$ cat config.mk
export PLATFORM = sky130hd
export DESIGN_NAME = parachute_deploy_sequencer_top
export DESIGN_NICKNAME = d
export VERILOG_FILES = /design/src/rtl/pds_pkg.sv /design/src/rtl/parachute_deploy_sequencer_top.sv /design/src/rtl/pds_cfg_regs.sv /design/src/rtl/pds_core.sv
export VERILOG_INCLUDE_DIRS = /design/src /design/src/rtl
export SDC_FILE = /design/constraint.sdc
export NUM_CORES = 1
export LEC_CHECK = 0
export BUFFER_PORTS_ARGS = -buffer_cell sky130_fd_sc_hd__buf_4
export CAP_MARGIN = 20
export CORE_ASPECT_RATIO = 1.25
export CORE_MARGIN = 2
export CORE_UTILIZATION = 40
export DETAILED_ROUTE_END_ITERATION = 10
export REMOVE_ABC_BUFFERS = 1
export SLEW_MARGIN = 20
export SYNTH_ARGS = -nofsm -noshare
export SYNTH_HDL_FRONTEND = slang
export SYNTH_HIERARCHICAL = 1
export SYNTH_SLANG_ARGS = --single-unit
$ cat constraint.sdc
create_clock -name clk -period 5.8 [get_ports clk]
set_input_delay 1.45 -clock clk [delete_from_list [all_inputs] [get_ports clk]]
set_output_delay 1.45 -clock clk [all_outputs]
set_load 0.005 [all_outputs]
$ cat src/rtl/parachute_deploy_sequencer_top_defines.svh
// Assertion macros shared by the parachute deploy sequencer RTL.
`ifndef PARACHUTE_DEPLOY_SEQUENCER_TOP_DEFINES_SVH
`define PARACHUTE_DEPLOY_SEQUENCER_TOP_DEFINES_SVH

// Same-cycle implication, checked on every rising edge out of reset
`define PDS_ASSERT_NOW(lbl, ante, cons, msg) \
	lbl: assert property (@(posedge clk) disable iff (!arst_n) (ante) |-> (cons)) \
		else $error(msg);

// Next-cycle implication, checked on every rising edge out of reset
`define PDS_ASSERT_NEXT(lbl, ante, cons, msg) \
	lbl: assert property (@(posedge clk) disable iff (!arst_n) (ante) |=> (cons)) \
		else $error(msg);

`endif

$ cat src/rtl/pds_pkg.sv
// Shared types, codes and reset constants of the parachute deploy sequencer.
package pds_pkg;

	localparam int PDS_TIMER_WIDTH = 16;
	localparam int CFG_ADDR_W      = 5;
	localparam int CFG_DATA_W      = 32;

	// Register reset values
	localparam logic [9:0]  RST_BATTERY_THRESHOLD = 10'd810;
	localparam logic [7:0]  RST_ARMED_POSITION    = 8'd31;
	localparam logic [7:0]  RST_DEPLOY_POSITION   = 8'd16;
	localparam logic [15:0] RST_SERVO_HOLD_TICKS  = 16'd1500;
	localparam logic [15:0] RST_CONFIRM_TICKS     = 16'd1000;
	localparam logic [15:0] RST_PAUSE_TICKS       = 16'd500;
	localparam logic [15:0] RST_FAULT_BLINK_TICKS = 16'd100;
	localparam logic [7:0]  RST_REARM_CHECKS      = 8'd10;

	// Register index (word address)
	typedef enum logic [2:0] {
		REG_BATTERY_THRESHOLD = 3'd0,
		REG_ARMED_POSITION    = 3'd1,
		REG_DEPLOY_POSITION   = 3'd2,
		REG_SERVO_HOLD_TICKS  = 3'd3,
		REG_CONFIRM_TICKS     = 3'd4,
		REG_PAUSE_TICKS       = 3'd5,
		REG_FAULT_BLINK_TICKS = 3'd6,
		REG_REARM_CHECKS      = 3'd7
	} reg_idx_t;

	// Reported mode
	typedef enum logic [1:0] {
		MODE_ARMING = 2'd0,
		MODE_WAITING = 2'd1,
		MODE_DEPLOY = 2'd2,
		MODE_FAULT  = 2'd3
	} mode_t;

	// Sequencer phase
	typedef enum logic [3:0] {
		PH_STARTUP   = 4'd0,
		PH_ARM_HOLD  = 4'd1,
		PH_WAIT      = 4'd2,
		PH_CONFIRM   = 4'd3,
		PH_DEP_HOLD  = 4'd4,
		PH_PAUSE     = 4'd5,
		PH_CHECK     = 4'd6,
		PH_BLINK_ON  = 4'd7,
		PH_BLINK_OFF = 4'd8,
		PH_REARM     = 4'd9,
		PH_FAULT_ON  = 4'd10,
		PH_FAULT_OFF = 4'd11
	} phase_t;

	typedef struct packed {
		logic [9:0]  battery_threshold;
		logic [7:0]  armed_position;
		logic [7:0]  deploy_position;
		logic [15:0] servo_hold_ticks;
		logic [15:0] confirm_ticks;
		logic [15:0] pause_ticks;
		logic [15:0] fault_blink_ticks;
		logic [7:0]  rearm_checks;
	} cfg_t;

	typedef struct packed {
		logic       relay_on;
		logic       led_on;
		logic       pwm_enabled;
		logic [7:0] servo_position;
		mode_t      mode_code;
	} res_t;

endpackage

$ cat src/rtl/parachute_deploy_sequencer_top.sv
// Parachute deploy sequencer: input stage, sequencer core, result register.
//
// One input word per millisecond tick on the in channel (trigger_line,
// battery_level); one result word per input word on the out channel
// (relay_on, led_on, pwm_enabled, servo_position, mode_code).
// A word is taken at a rising edge with valid high and stall low.
// A taken word passes through the input stage register and then the result
// register, which presents it on out (out_valid high from then).
// Throughput: one word per cycle while out_stall is low; the state update is a
// single pass of the sequencer logic between the input stage and the result register.
// When out_stall holds, the result word stays put; the input stage still
// takes one more word and then raises in_stall until the result drains.
// Configuration is written through the APB-style port at 4*index; writes
// must only be issued while no word is in flight.
// Reset (arst_n low) loads the register defaults, returns the sequencer
// to the startup battery check and empties both stages.
`include "parachute_deploy_sequencer_top_defines.svh"
module parachute_deploy_sequencer_top import pds_pkg::*; #(
	parameter int TIMER_WIDTH = PDS_TIMER_WIDTH
) (
	input  logic                  clk,
	input  logic                  arst_n,
	input  logic                  in_valid,
	output logic                  in_stall,
	input  logic                  trigger_line,
	input  logic [9:0]            battery_level,
	output logic                  out_valid,
	input  logic                  out_stall,
	output logic                  relay_on,
	output logic                  led_on,
	output logic                  pwm_enabled,
	output logic [7:0]            servo_position,
	output logic [1:0]            mode_code,
	input  logic                  psel,
	input  logic                  penable,
	input  logic                  pwrite,
	input  logic [CFG_ADDR_W-1:0] paddr,
	input  logic [CFG_DATA_W-1:0] pwdata,
	output logic [CFG_DATA_W-1:0] prdata,
	output logic                  pready
);

	cfg_t       cfg;
	res_t       res, res_s2;
	logic       valid_s1, valid_s2, adv;
	logic       trigger_s1;
	logic [9:0] level_s1;

	pds_cfg_regs u_cfg (
		.clk     (clk),
		.arst_n  (arst_n),
		.psel    (psel),
		.penable (penable),
		.pwrite  (pwrite),
		.paddr   (paddr),
		.pwdata  (pwdata),
		.prdata  (prdata),
		.pready  (pready),
		.cfg     (cfg)
	);

	pds_core #(
		.TIMER_WIDTH (TIMER_WIDTH)
	) u_core (
		.clk           (clk),
		.arst_n        (arst_n),
		.step          (adv),
		.trigger_line  (trigger_s1),
		.battery_level (level_s1),
		.cfg           (cfg),
		.res           (res)
	);

	// Stage 1 word moves on when the result register is free or draining
	assign adv      = valid_s1 && (!valid_s2 || !out_stall);
	assign in_stall = valid_s1 && !adv;

	// Input stage
	always_ff @(posedge clk or negedge arst_n) begin
		if (!arst_n) begin
			valid_s1 <= 1'b0;
		end else if (!in_stall) begin
			valid_s1 <= in_valid;
		end
	end

	always_ff @(posedge clk) begin
		if (in_valid && !in_stall) begin
			trigger_s1 <= trigger_line;
			level_s1   <= battery_level;
		end
	end

	// Result register
	always_ff @(posedge clk or negedge arst_n) begin
		if (!arst_n) begin
			valid_s2 <= 1'b0;
		end else if (adv) begin
			valid_s2 <= 1'b1;
		end else if (!out_stall) begin
			valid_s2 <= 1'b0;
		end
	end

	always_ff @(posedge clk) begin
		if (adv) begin
			res_s2 <= res;
		end
	end

	assign out_valid      = valid_s2;
	assign relay_on       = res_s2.relay_on;
	assign led_on         = res_s2.led_on;
	assign pwm_enabled    = res_s2.pwm_enabled;
	assign servo_position = res_s2.servo_position;
	assign mode_code      = res_s2.mode_code;

	// Input back-pressure only arises from a full, stalled result register
	`PDS_ASSERT_NOW(a_stall_cause, in_stall, (valid_s2 && out_stall), "input stalled without output back-pressure")
	`PDS_ASSERT_NEXT(a_adv_loads, adv, valid_s2, "advanced word not in result register")

endmodule

$ cat src/rtl/pds_cfg_regs.sv
// APB-style configuration register file of the parachute deploy sequencer.
module pds_cfg_regs import pds_pkg::*; (
	input  logic                  clk,
	input  logic                  arst_n,
	input  logic                  psel,
	input  logic                  penable,
	input  logic                  pwrite,
	input  logic [CFG_ADDR_W-1:0] paddr,
	input  logic [CFG_DATA_W-1:0] pwdata,
	output logic [CFG_DATA_W-1:0] prdata,
	output logic                  pready,
	output cfg_t                  cfg
);

	cfg_t     cfg_q;
	logic     wr_en;
	reg_idx_t idx;

	assign pready = 1'b1;
	assign wr_en  = psel && penable && pwrite;
	assign idx    = reg_idx_t'(paddr[4:2]);
	assign cfg    = cfg_q;

	// Register writes
	always_ff @(posedge clk or negedge arst_n) begin
		if (!arst_n) begin
			cfg_q.battery_threshold <= RST_BATTERY_THRESHOLD;
			cfg_q.armed_position    <= RST_ARMED_POSITION;
			cfg_q.deploy_position   <= RST_DEPLOY_POSITION;
			cfg_q.servo_hold_ticks  <= RST_SERVO_HOLD_TICKS;
			cfg_q.confirm_ticks     <= RST_CONFIRM_TICKS;
			cfg_q.pause_ticks       <= RST_PAUSE_TICKS;
			cfg_q.fault_blink_ticks <= RST_FAULT_BLINK_TICKS;
			cfg_q.rearm_checks      <= RST_REARM_CHECKS;
		end else if (wr_en) begin
			case (idx)
				REG_BATTERY_THRESHOLD: cfg_q.battery_threshold <= pwdata[9:0];
				REG_ARMED_POSITION:    cfg_q.armed_position    <= pwdata[7:0];
				REG_DEPLOY_POSITION:   cfg_q.deploy_position   <= pwdata[7:0];
				REG_SERVO_HOLD_TICKS:  cfg_q.servo_hold_ticks  <= pwdata[15:0];
				REG_CONFIRM_TICKS:     cfg_q.confirm_ticks     <= pwdata[15:0];
				REG_PAUSE_TICKS:       cfg_q.pause_ticks       <= pwdata[15:0];
				REG_FAULT_BLINK_TICKS: cfg_q.fault_blink_ticks <= pwdata[15:0];
				REG_REARM_CHECKS:      cfg_q.rearm_checks      <= pwdata[7:0];
				default: ;
			endcase
		end
	end

	// Read-back mux
	always_comb begin
		case (idx)
			REG_BATTERY_THRESHOLD: prdata = CFG_DATA_W'(cfg_q.battery_threshold);
			REG_ARMED_POSITION:    prdata = CFG_DATA_W'(cfg_q.armed_position);
			REG_DEPLOY_POSITION:   prdata = CFG_DATA_W'(cfg_q.deploy_position);
			REG_SERVO_HOLD_TICKS:  prdata = CFG_DATA_W'(cfg_q.servo_hold_ticks);
			REG_CONFIRM_TICKS:     prdata = CFG_DATA_W'(cfg_q.confirm_ticks);
			REG_PAUSE_TICKS:       prdata = CFG_DATA_W'(cfg_q.pause_ticks);
			REG_FAULT_BLINK_TICKS: prdata = CFG_DATA_W'(cfg_q.fault_blink_ticks);
			REG_REARM_CHECKS:      prdata = CFG_DATA_W'(cfg_q.rearm_checks);
			default:               prdata = '0;
		endcase
	end

endmodule

$ cat src/rtl/pds_core.sv
// Sequencer state machine: phase, timer, high count and servo value per tick.
`include "parachute_deploy_sequencer_top_defines.svh"
module pds_core import pds_pkg::*; #(
	parameter int TIMER_WIDTH = PDS_TIMER_WIDTH
) (
	input  logic       clk,
	input  logic       arst_n,
	input  logic       step,
	input  logic       trigger_line,
	input  logic [9:0] battery_level,
	input  cfg_t       cfg,
	output res_t       res
);

	// Comparison width covers both the timer and the 16-bit duration registers
	localparam int LW = (TIMER_WIDTH > 16) ? TIMER_WIDTH : 16;
	localparam logic [LW-1:0] TMAX = LW'({TIMER_WIDTH{1'b1}});

	phase_t                 phase_q, phase_n;
	logic [TIMER_WIDTH-1:0] timer_q, timer_n, timer_inc;
	logic [7:0]             high_q, high_n;
	logic [7:0]             servo_q, servo_n;
	logic [15:0]            dur;
	logic [LW-1:0]          lim, timer_ext;
	logic                   done, last_tick, low;

	// Duration as the timer sees it: zero acts as one, cut to the timer range
	function automatic logic [LW-1:0] lim_of(input logic [15:0] len);
		logic [LW-1:0] l;
		l = (len == 16'd0) ? LW'(1) : LW'(len);
		if (l > TMAX)
			l = TMAX;
		return l;
	endfunction

	assign low       = !trigger_line;
	assign timer_ext = LW'(timer_q);
	assign timer_inc = timer_q + TIMER_WIDTH'(1);

	// Duration register that applies to the current phase
	always_comb begin
		case (phase_q)
			PH_ARM_HOLD, PH_REARM, PH_DEP_HOLD:     dur = cfg.servo_hold_ticks;
			PH_CONFIRM:                             dur = cfg.confirm_ticks;
			PH_PAUSE, PH_BLINK_ON, PH_BLINK_OFF:    dur = cfg.pause_ticks;
			PH_FAULT_ON, PH_FAULT_OFF:              dur = cfg.fault_blink_ticks;
			default:                                dur = cfg.pause_ticks;
		endcase
	end

	assign lim       = lim_of(dur);
	assign done      = timer_ext >= lim;
	assign last_tick = timer_ext >= (lim - LW'(1));

	// Next state
	always_comb begin
		phase_n = phase_q;
		timer_n = timer_q;
		high_n  = high_q;
		servo_n = servo_q;
		case (phase_q)
			PH_STARTUP: begin
				timer_n = TIMER_WIDTH'(1);
				if (battery_level < cfg.battery_threshold) begin
					phase_n = PH_FAULT_ON;
				end else begin
					phase_n = PH_ARM_HOLD;
					servo_n = cfg.armed_position;
				end
			end
			PH_ARM_HOLD, PH_REARM: begin
				if (done) begin
					high_n  = '0;
					phase_n = PH_WAIT;
					timer_n = '0;
				end else begin
					timer_n = timer_inc;
				end
			end
			PH_WAIT: begin
				if (low) begin
					phase_n = PH_CONFIRM;
					timer_n = '0;
				end
			end
			PH_CONFIRM: begin
				// the last sample of the window decides
				if (last_tick) begin
					if (low) begin
						servo_n = cfg.deploy_position;
						phase_n = PH_DEP_HOLD;
						timer_n = TIMER_WIDTH'(1);
					end else begin
						phase_n = PH_WAIT;
						timer_n = '0;
					end
				end else begin
					timer_n = timer_inc;
				end
			end
			PH_DEP_HOLD: begin
				if (done) begin
					phase_n = PH_PAUSE;
					timer_n = TIMER_WIDTH'(1);
				end else begin
					timer_n = timer_inc;
				end
			end
			PH_PAUSE, PH_BLINK_OFF: begin
				if (done) begin
					phase_n = PH_CHECK;
					timer_n = '0;
				end else begin
					timer_n = timer_inc;
				end
			end
			PH_CHECK: begin
				if (low) begin
					high_n  = '0;
					phase_n = PH_BLINK_ON;
					timer_n = TIMER_WIDTH'(1);
				end else if (high_q == cfg.rearm_checks) begin
					high_n  = '0;
					servo_n = cfg.armed_position;
					phase_n = PH_REARM;
					timer_n = TIMER_WIDTH'(1);
				end else begin
					high_n = high_q + 8'd1;
				end
			end
			PH_BLINK_ON: begin
				if (done) begin
					phase_n = PH_BLINK_OFF;
					timer_n = TIMER_WIDTH'(1);
				end else begin
					timer_n = timer_inc;
				end
			end
			PH_FAULT_ON: begin
				if (done) begin
					phase_n = PH_FAULT_OFF;
					timer_n = TIMER_WIDTH'(1);
				end else begin
					timer_n = timer_inc;
				end
			end
			PH_FAULT_OFF: begin
				if (done) begin
					phase_n = PH_FAULT_ON;
					timer_n = TIMER_WIDTH'(1);
				end else begin
					timer_n = timer_inc;
				end
			end
			default: begin
				phase_n = PH_WAIT;
				timer_n = '0;
			end
		endcase
	end

	// Result fields follow the phase after this tick's update
	always_comb begin
		res.servo_position = servo_n;
		res.relay_on       = 1'b0;
		res.led_on         = 1'b0;
		case (phase_n)
			PH_STARTUP:               res.mode_code = MODE_ARMING;
			PH_ARM_HOLD: begin
				res.mode_code = MODE_ARMING;
				res.relay_on  = 1'b1;
				res.led_on    = 1'b1;
			end
			PH_WAIT, PH_CONFIRM:      res.mode_code = MODE_WAITING;
			PH_DEP_HOLD: begin
				res.mode_code = MODE_DEPLOY;
				res.relay_on  = 1'b1;
			end
			PH_REARM: begin
				res.mode_code = MODE_DEPLOY;
				res.relay_on  = 1'b1;
				res.led_on    = 1'b1;
			end
			PH_BLINK_ON: begin
				res.mode_code = MODE_DEPLOY;
				res.led_on    = 1'b1;
			end
			PH_FAULT_ON: begin
				res.mode_code = MODE_FAULT;
				res.led_on    = 1'b1;
			end
			PH_FAULT_OFF:             res.mode_code = MODE_FAULT;
			default:                  res.mode_code = MODE_DEPLOY;
		endcase
		res.pwm_enabled = res.relay_on;
	end

	// State registers, advanced once per word
	always_ff @(posedge clk or negedge arst_n) begin
		if (!arst_n) begin
			phase_q <= PH_STARTUP;
			timer_q <= '0;
			high_q  <= '0;
			servo_q <= '0;
		end else if (step) begin
			phase_q <= phase_n;
			timer_q <= timer_n;
			high_q  <= high_n;
			servo_q <= servo_n;
		end
	end

	// Battery fault is permanent and never moves the servo
	`PDS_ASSERT_NEXT(a_fault_sticks, (phase_q == PH_FAULT_ON || phase_q == PH_FAULT_OFF), (phase_q == PH_FAULT_ON || phase_q == PH_FAULT_OFF), "battery fault left")
	`PDS_ASSERT_NOW(a_fault_servo_idle, (phase_q == PH_FAULT_ON || phase_q == PH_FAULT_OFF), (servo_q == 8'd0), "servo written during battery fault")

endmodule

==> results.md <==
- The run finished with clean final reports.
- Overall power consumption after layout is estimated at 5.03 mW.
- The width of the die is 145 µm.
- The hold-critical path depth is 1.
- 0 antenna diodes ended up in the layout.
- The switching power is 1.99 mW.
- The number of buffers added by the clock tree synthesis step is 17.
- For this run, the share of the core covered by cells in the final layout is 0.471.
- The TritonCTS clock tree is yes.
- The sequential element share of the synthesized area is 0.418.
- The most instantiated flip-flop cell in the synthesis netlist is dfrtp_1.
- The number of DRC markers in iteration 0 is 602.
- Setup repair after global routing left no endpoint under its margin.
- The number of global-route vias before repair is 7516.
- The synthesis-to-layout area growth is 15.7%.
- The longest clock path from root to sink contains 2 buffers.
- The count of endpoints failing hold in the final timing report is 0.
- The number of antenna violations at the first check in global routing is 0.
- The row count is 64.
- The final critical-path required period is 5.41 ns.
- The slew at the pin with the worst max-slew slack is 1.09 ns.
- At the later pin of the worst-skew pair, clock insertion delay measures 0.43 ns.
- The per-cell via count in the routed design is 5.60.
- The tightest slew margin relative to the limit is 0.274.
- In the finished design, the share of the clock period the worst path needs comes to 0.932.
- The placeable core area is 0.0245 mm².
- In this run the worst path has a maximum fanout of 10.
- The remaining antenna violation count is 0.
- The synthesized netlist occupies a cell area of 0.00996 mm².
- The worst IR drop on VDD is 0.250 mV.
- The post-synthesis sequential element count is 160.
- The total overflow left after global routing is 0.
- The DRC violation count after routing is 0.
- Cell internal power was estimated by the tool at 3.04 mW.
- The total negative slack is 0 ns.
- From bottom edge to top edge, the die measures 180 µm.
- After detailed routing, the average wire length per cell comes to 19.5 µm.
- The number of pins with negative max-slew slack in the final report came to 0.
- The endpoint kind of the worst setup timing path is a flip-flop.
- The die covers 0.0262 mm².
- A synthesized cell averages 10.7 µm².
- The part of the power in the clock network is 0.217.
- The net switching share of the total power is 0.395.
- The number of standard cells after synthesis is 928.
- The share of post-route cells with drive strength above 1 is 0.319.
- The min-delay analysis places its worst path in the category flip-flop to flip-flop.
- Dividing total power by cell area gives a power density of 436 mW/mm².
- The number of sinks driven by the clock tree is 160.
- The final wirelength is 26600 µm.
- The logic depth of the worst register-to-register path is 20.
- The fraction of synthesis flops using an asynchronous set or reset pin is 0.850.
- The sequential group share of total power is 0.315.
- The number of nets at the end of the flow is 1115.
- The worst setup path is launched from a flip-flop.
- The count of buffers inserted at the top-level ports is 67.
- Max-cap violations in this run came to 0.
- Based on the critical path, the design can be clocked at up to 185 MHz.
- The detailed-routing iteration count for the pre-antenna-repair pass is 5.
- The depth of the CTS H-tree is 4.
- The overall global routing resource usage is 0.204.
- The standby leakage power is 4.87 nW.
- For this design the top-level I/O count stands at 103.
- The global-route wire length before repair is 42000 µm.
- The pin count of the biggest net entering global routing is 97.
- By startpoint and endpoint, the worst setup path is classified as flip-flop to flip-flop.
- Yosys mapped a number of flops with a built-in enable equal to 24.
- At the end of routability-driven placement, the weighted congestion stood at 0.871.
- The number of warnings reported in the yosys synthesis log is 6.
- Setup violations remaining at the end of the flow were counted as 0.
- The via count is 7609.
- The initial core utilization is 0.407.
- The share of total power dissipated in combinational logic is 0.468.
- The detailed placer's ending HPWL is 18600 µm.
- The required time at the endpoint of the critical path is 6.11 ns.
- The netlist uses 90 different library cells.
- The root buffer cell chosen for the clock tree is clkbuf_16.
- The worst clock skew on the final layout is 0.00735 ns.
- The clock edge transition at the registers on the reported setup and hold paths is 0.07 ns.
- STA puts the critical path data arrival time at 5.71 ns.
-- state kept, by name (all words and copies together), names as in the netlist, 2 cells and up --
signal,count
u_core/timer_ext,16
u_core/phase_q,4
mode_code,2
u_cfg/cfg,98
servo_position,8
u_core/high_q,8
u_core/servo_q,8
level_s1,10
-- cell families after synthesis --
kind of cell / Yosys count / share of synthesized area
other: 2 / 0.000754
and+or+nand+nor: 245 / 0.135
xor gates and xnor gates: 19 / 0.0167
DFF: 160 / 0.418
muxes: 132 / 0.149
adders and majority gates: 44 / 0.0552
buffers and inverters: 98 / 0.0507
AOI/OAI and AO/OA: 228 / 0.174
-- per-layer routing --
| metal | share of wire | up-vias | global-route usage |
|---|---|---|---|
| met5 | 0 | - | 0 |
| met4 | 0.019 | 0 | 0.0710 |
| met3 | 0.034 | 26 | 0.0291 |
| met2 | 0.52 | 176 | 0.358 |
| met1 | 0.43 | 3803 | 0.257 |
| li1 | - | 3604 | - |
-- timing repair --
action                                  4_1_cts  5_1_grt
hold buffers                                  0        0
buffers inserted                              0        4
endpoints found under the setup margin        0       23
resized for setup                             0        1
-- layout make-up --
cell class | count | area [µm²]
Clock buffer | 17 | 425
Clock inverter | 15 | 136
Fill cell | 2306 | 13000
Inverter | 39 | 146
Multi-Input combinational cell | 685 | 5350
Sequential cell | 160 | 4170
Tap cell | 330 | 413
Timing Repair Buffer | 113 | 890
-- worst max-delay path, cell delays in order (launching register included) --
cell and delay, ns:
dfrtp_1 0.56, or3b_1 0.48, a21oi_4 0.24, buf_4 0.22
a221oi_2 0.12, and4_1 0.26, and3_1 0.20, nor2_1 0.18
ha_1 0.21, nand3_1 0.17, nor3_1 0.23, xnor2_1 0.09
ha_1 0.28, nand4_1 0.18, nor3_1 0.24, a32oi_1 0.19
a21oi_1 0.22, o22ai_1 0.13, a2111oi_4 0.54, nand2_1 0.33
o2bb2ai_1 0.20
-- per-stage QoR --
| step | setup slack (ns) | instance area, µm² | instances | hold WS (ns) |
|---|---|---|---|---|
| detailed placement | 0.149 | 10900 | 1323 | 0.478 |
| floorplan | 0.513 | 9660 | 884 | 0.456 |
| global placement | 0.0866 | 10900 | 1323 | 0.472 |
| global route | 0.00429 | 11500 | 1359 | 0.506 |
| finish | 0.394 | 11500 | 1359 | 0.487 |
| CTS | 0.103 | 11500 | 1355 | 0.493 |
-- power by group through the flow --
stage                     sequential [mW]  clock [mW]  combinational, mW
after floorplan                      1.60           0               1.46
after global placement               1.60           0               2.27
after detailed placement             1.61           0               2.29
after CTS                            1.58        1.12               2.31
after global routing                 1.61        1.16               2.60
final                                1.58        1.09               2.35
-- layout by cell type, fill, tap and decap left out, types with 8 or more instances in the layout --
cell type / count
nand2b_1: 11
o22ai_1: 9
edfxtp_1: 24
dfrtp_1: 101
nor2_2: 8
a221oi_2: 11
a21oi_1: 40
nand2_1: 57
and3_1: 9
nor2_1: 45
nor3_1: 13
clkbuf_16: 17
o22a_1: 8
mux2_2: 91
conb_1: 17
nand3b_1: 19
nand3_1: 24
o21ai_0: 50
a22o_1: 16
o2bb2ai_1: 8
a211oi_1: 15
a22oi_1: 9
nor2b_1: 11
buf_4: 109
ha_1: 44
dfstp_2: 35
nand4_1: 11
inv_1: 37
xnor2_1: 15
mux2i_1: 31
mux2_4: 10
-- synth_stat cells, types with 5 or more instances --
master	number	share of area
dfstp_2	35	0.092
a211oi_1	15	0.011
o22a_1	8	0.0070
nand2b_1	11	0.0069
nor2_1	45	0.017
xnor2_1	15	0.013
mux2_4	10	0.015
nand3_1	24	0.012
ha_1	44	0.055
nand3b_1	19	0.014
and3_1	9	0.0057
buf_4	25	0.019
and2_1	7	0.0044
a31oi_1	5	0.0031
a221oi_2	11	0.017
dfrtp_1	101	0.25
o22ai_1	9	0.0057
a21oi_1	40	0.020
o31ai_1	7	0.0053
nor2_2	8	0.0050
mux2_2	91	0.10
nand2_1	57	0.021
a22o_1	16	0.014
o21ai_1	5	0.0025
edfxtp_1	24	0.072
nor3_1	13	0.0065
a22oi_1	9	0.0068
o21ai_0	50	0.025
inv_1	37	0.014
buf_2	11	0.0055
o2bb2ai_1	8	0.0070
nand4_1	11	0.0069
clkbuf_1	15	0.0057
mux2i_1	31	0.031
nor2b_1	12	0.0075
-- worst paths after layout --
kind | from | to | slack, ns
worst min register to register | u_core/servo_q[0]$_DFFE_PN0P_ | u_core/servo_q[0]$_DFFE_PN0P_ | 0.49
worst min-delay path | u_core/servo_q[0]$_DFFE_PN0P_ | u_core/servo_q[0]$_DFFE_PN0P_ | 0.49
worst max register to register | u_core/phase_q[2]$_DFFE_PN0P_ | u_core/servo_q[2]$_DFFE_PN0P_ | 0.39
max in group asynchronous | arst_n | u_core/timer_ext[3]$_DFFE_PN0P_ | 3.62
min in group asynchronous | arst_n | u_cfg/cfg[16]$_DFFE_PN0P_ | 1.10
worst max-delay path | u_core/phase_q[2]$_DFFE_PN0P_ | u_core/servo_q[2]$_DFFE_PN0P_ | 0.39
Note: power is estimated with default switching activity, not from simulation.
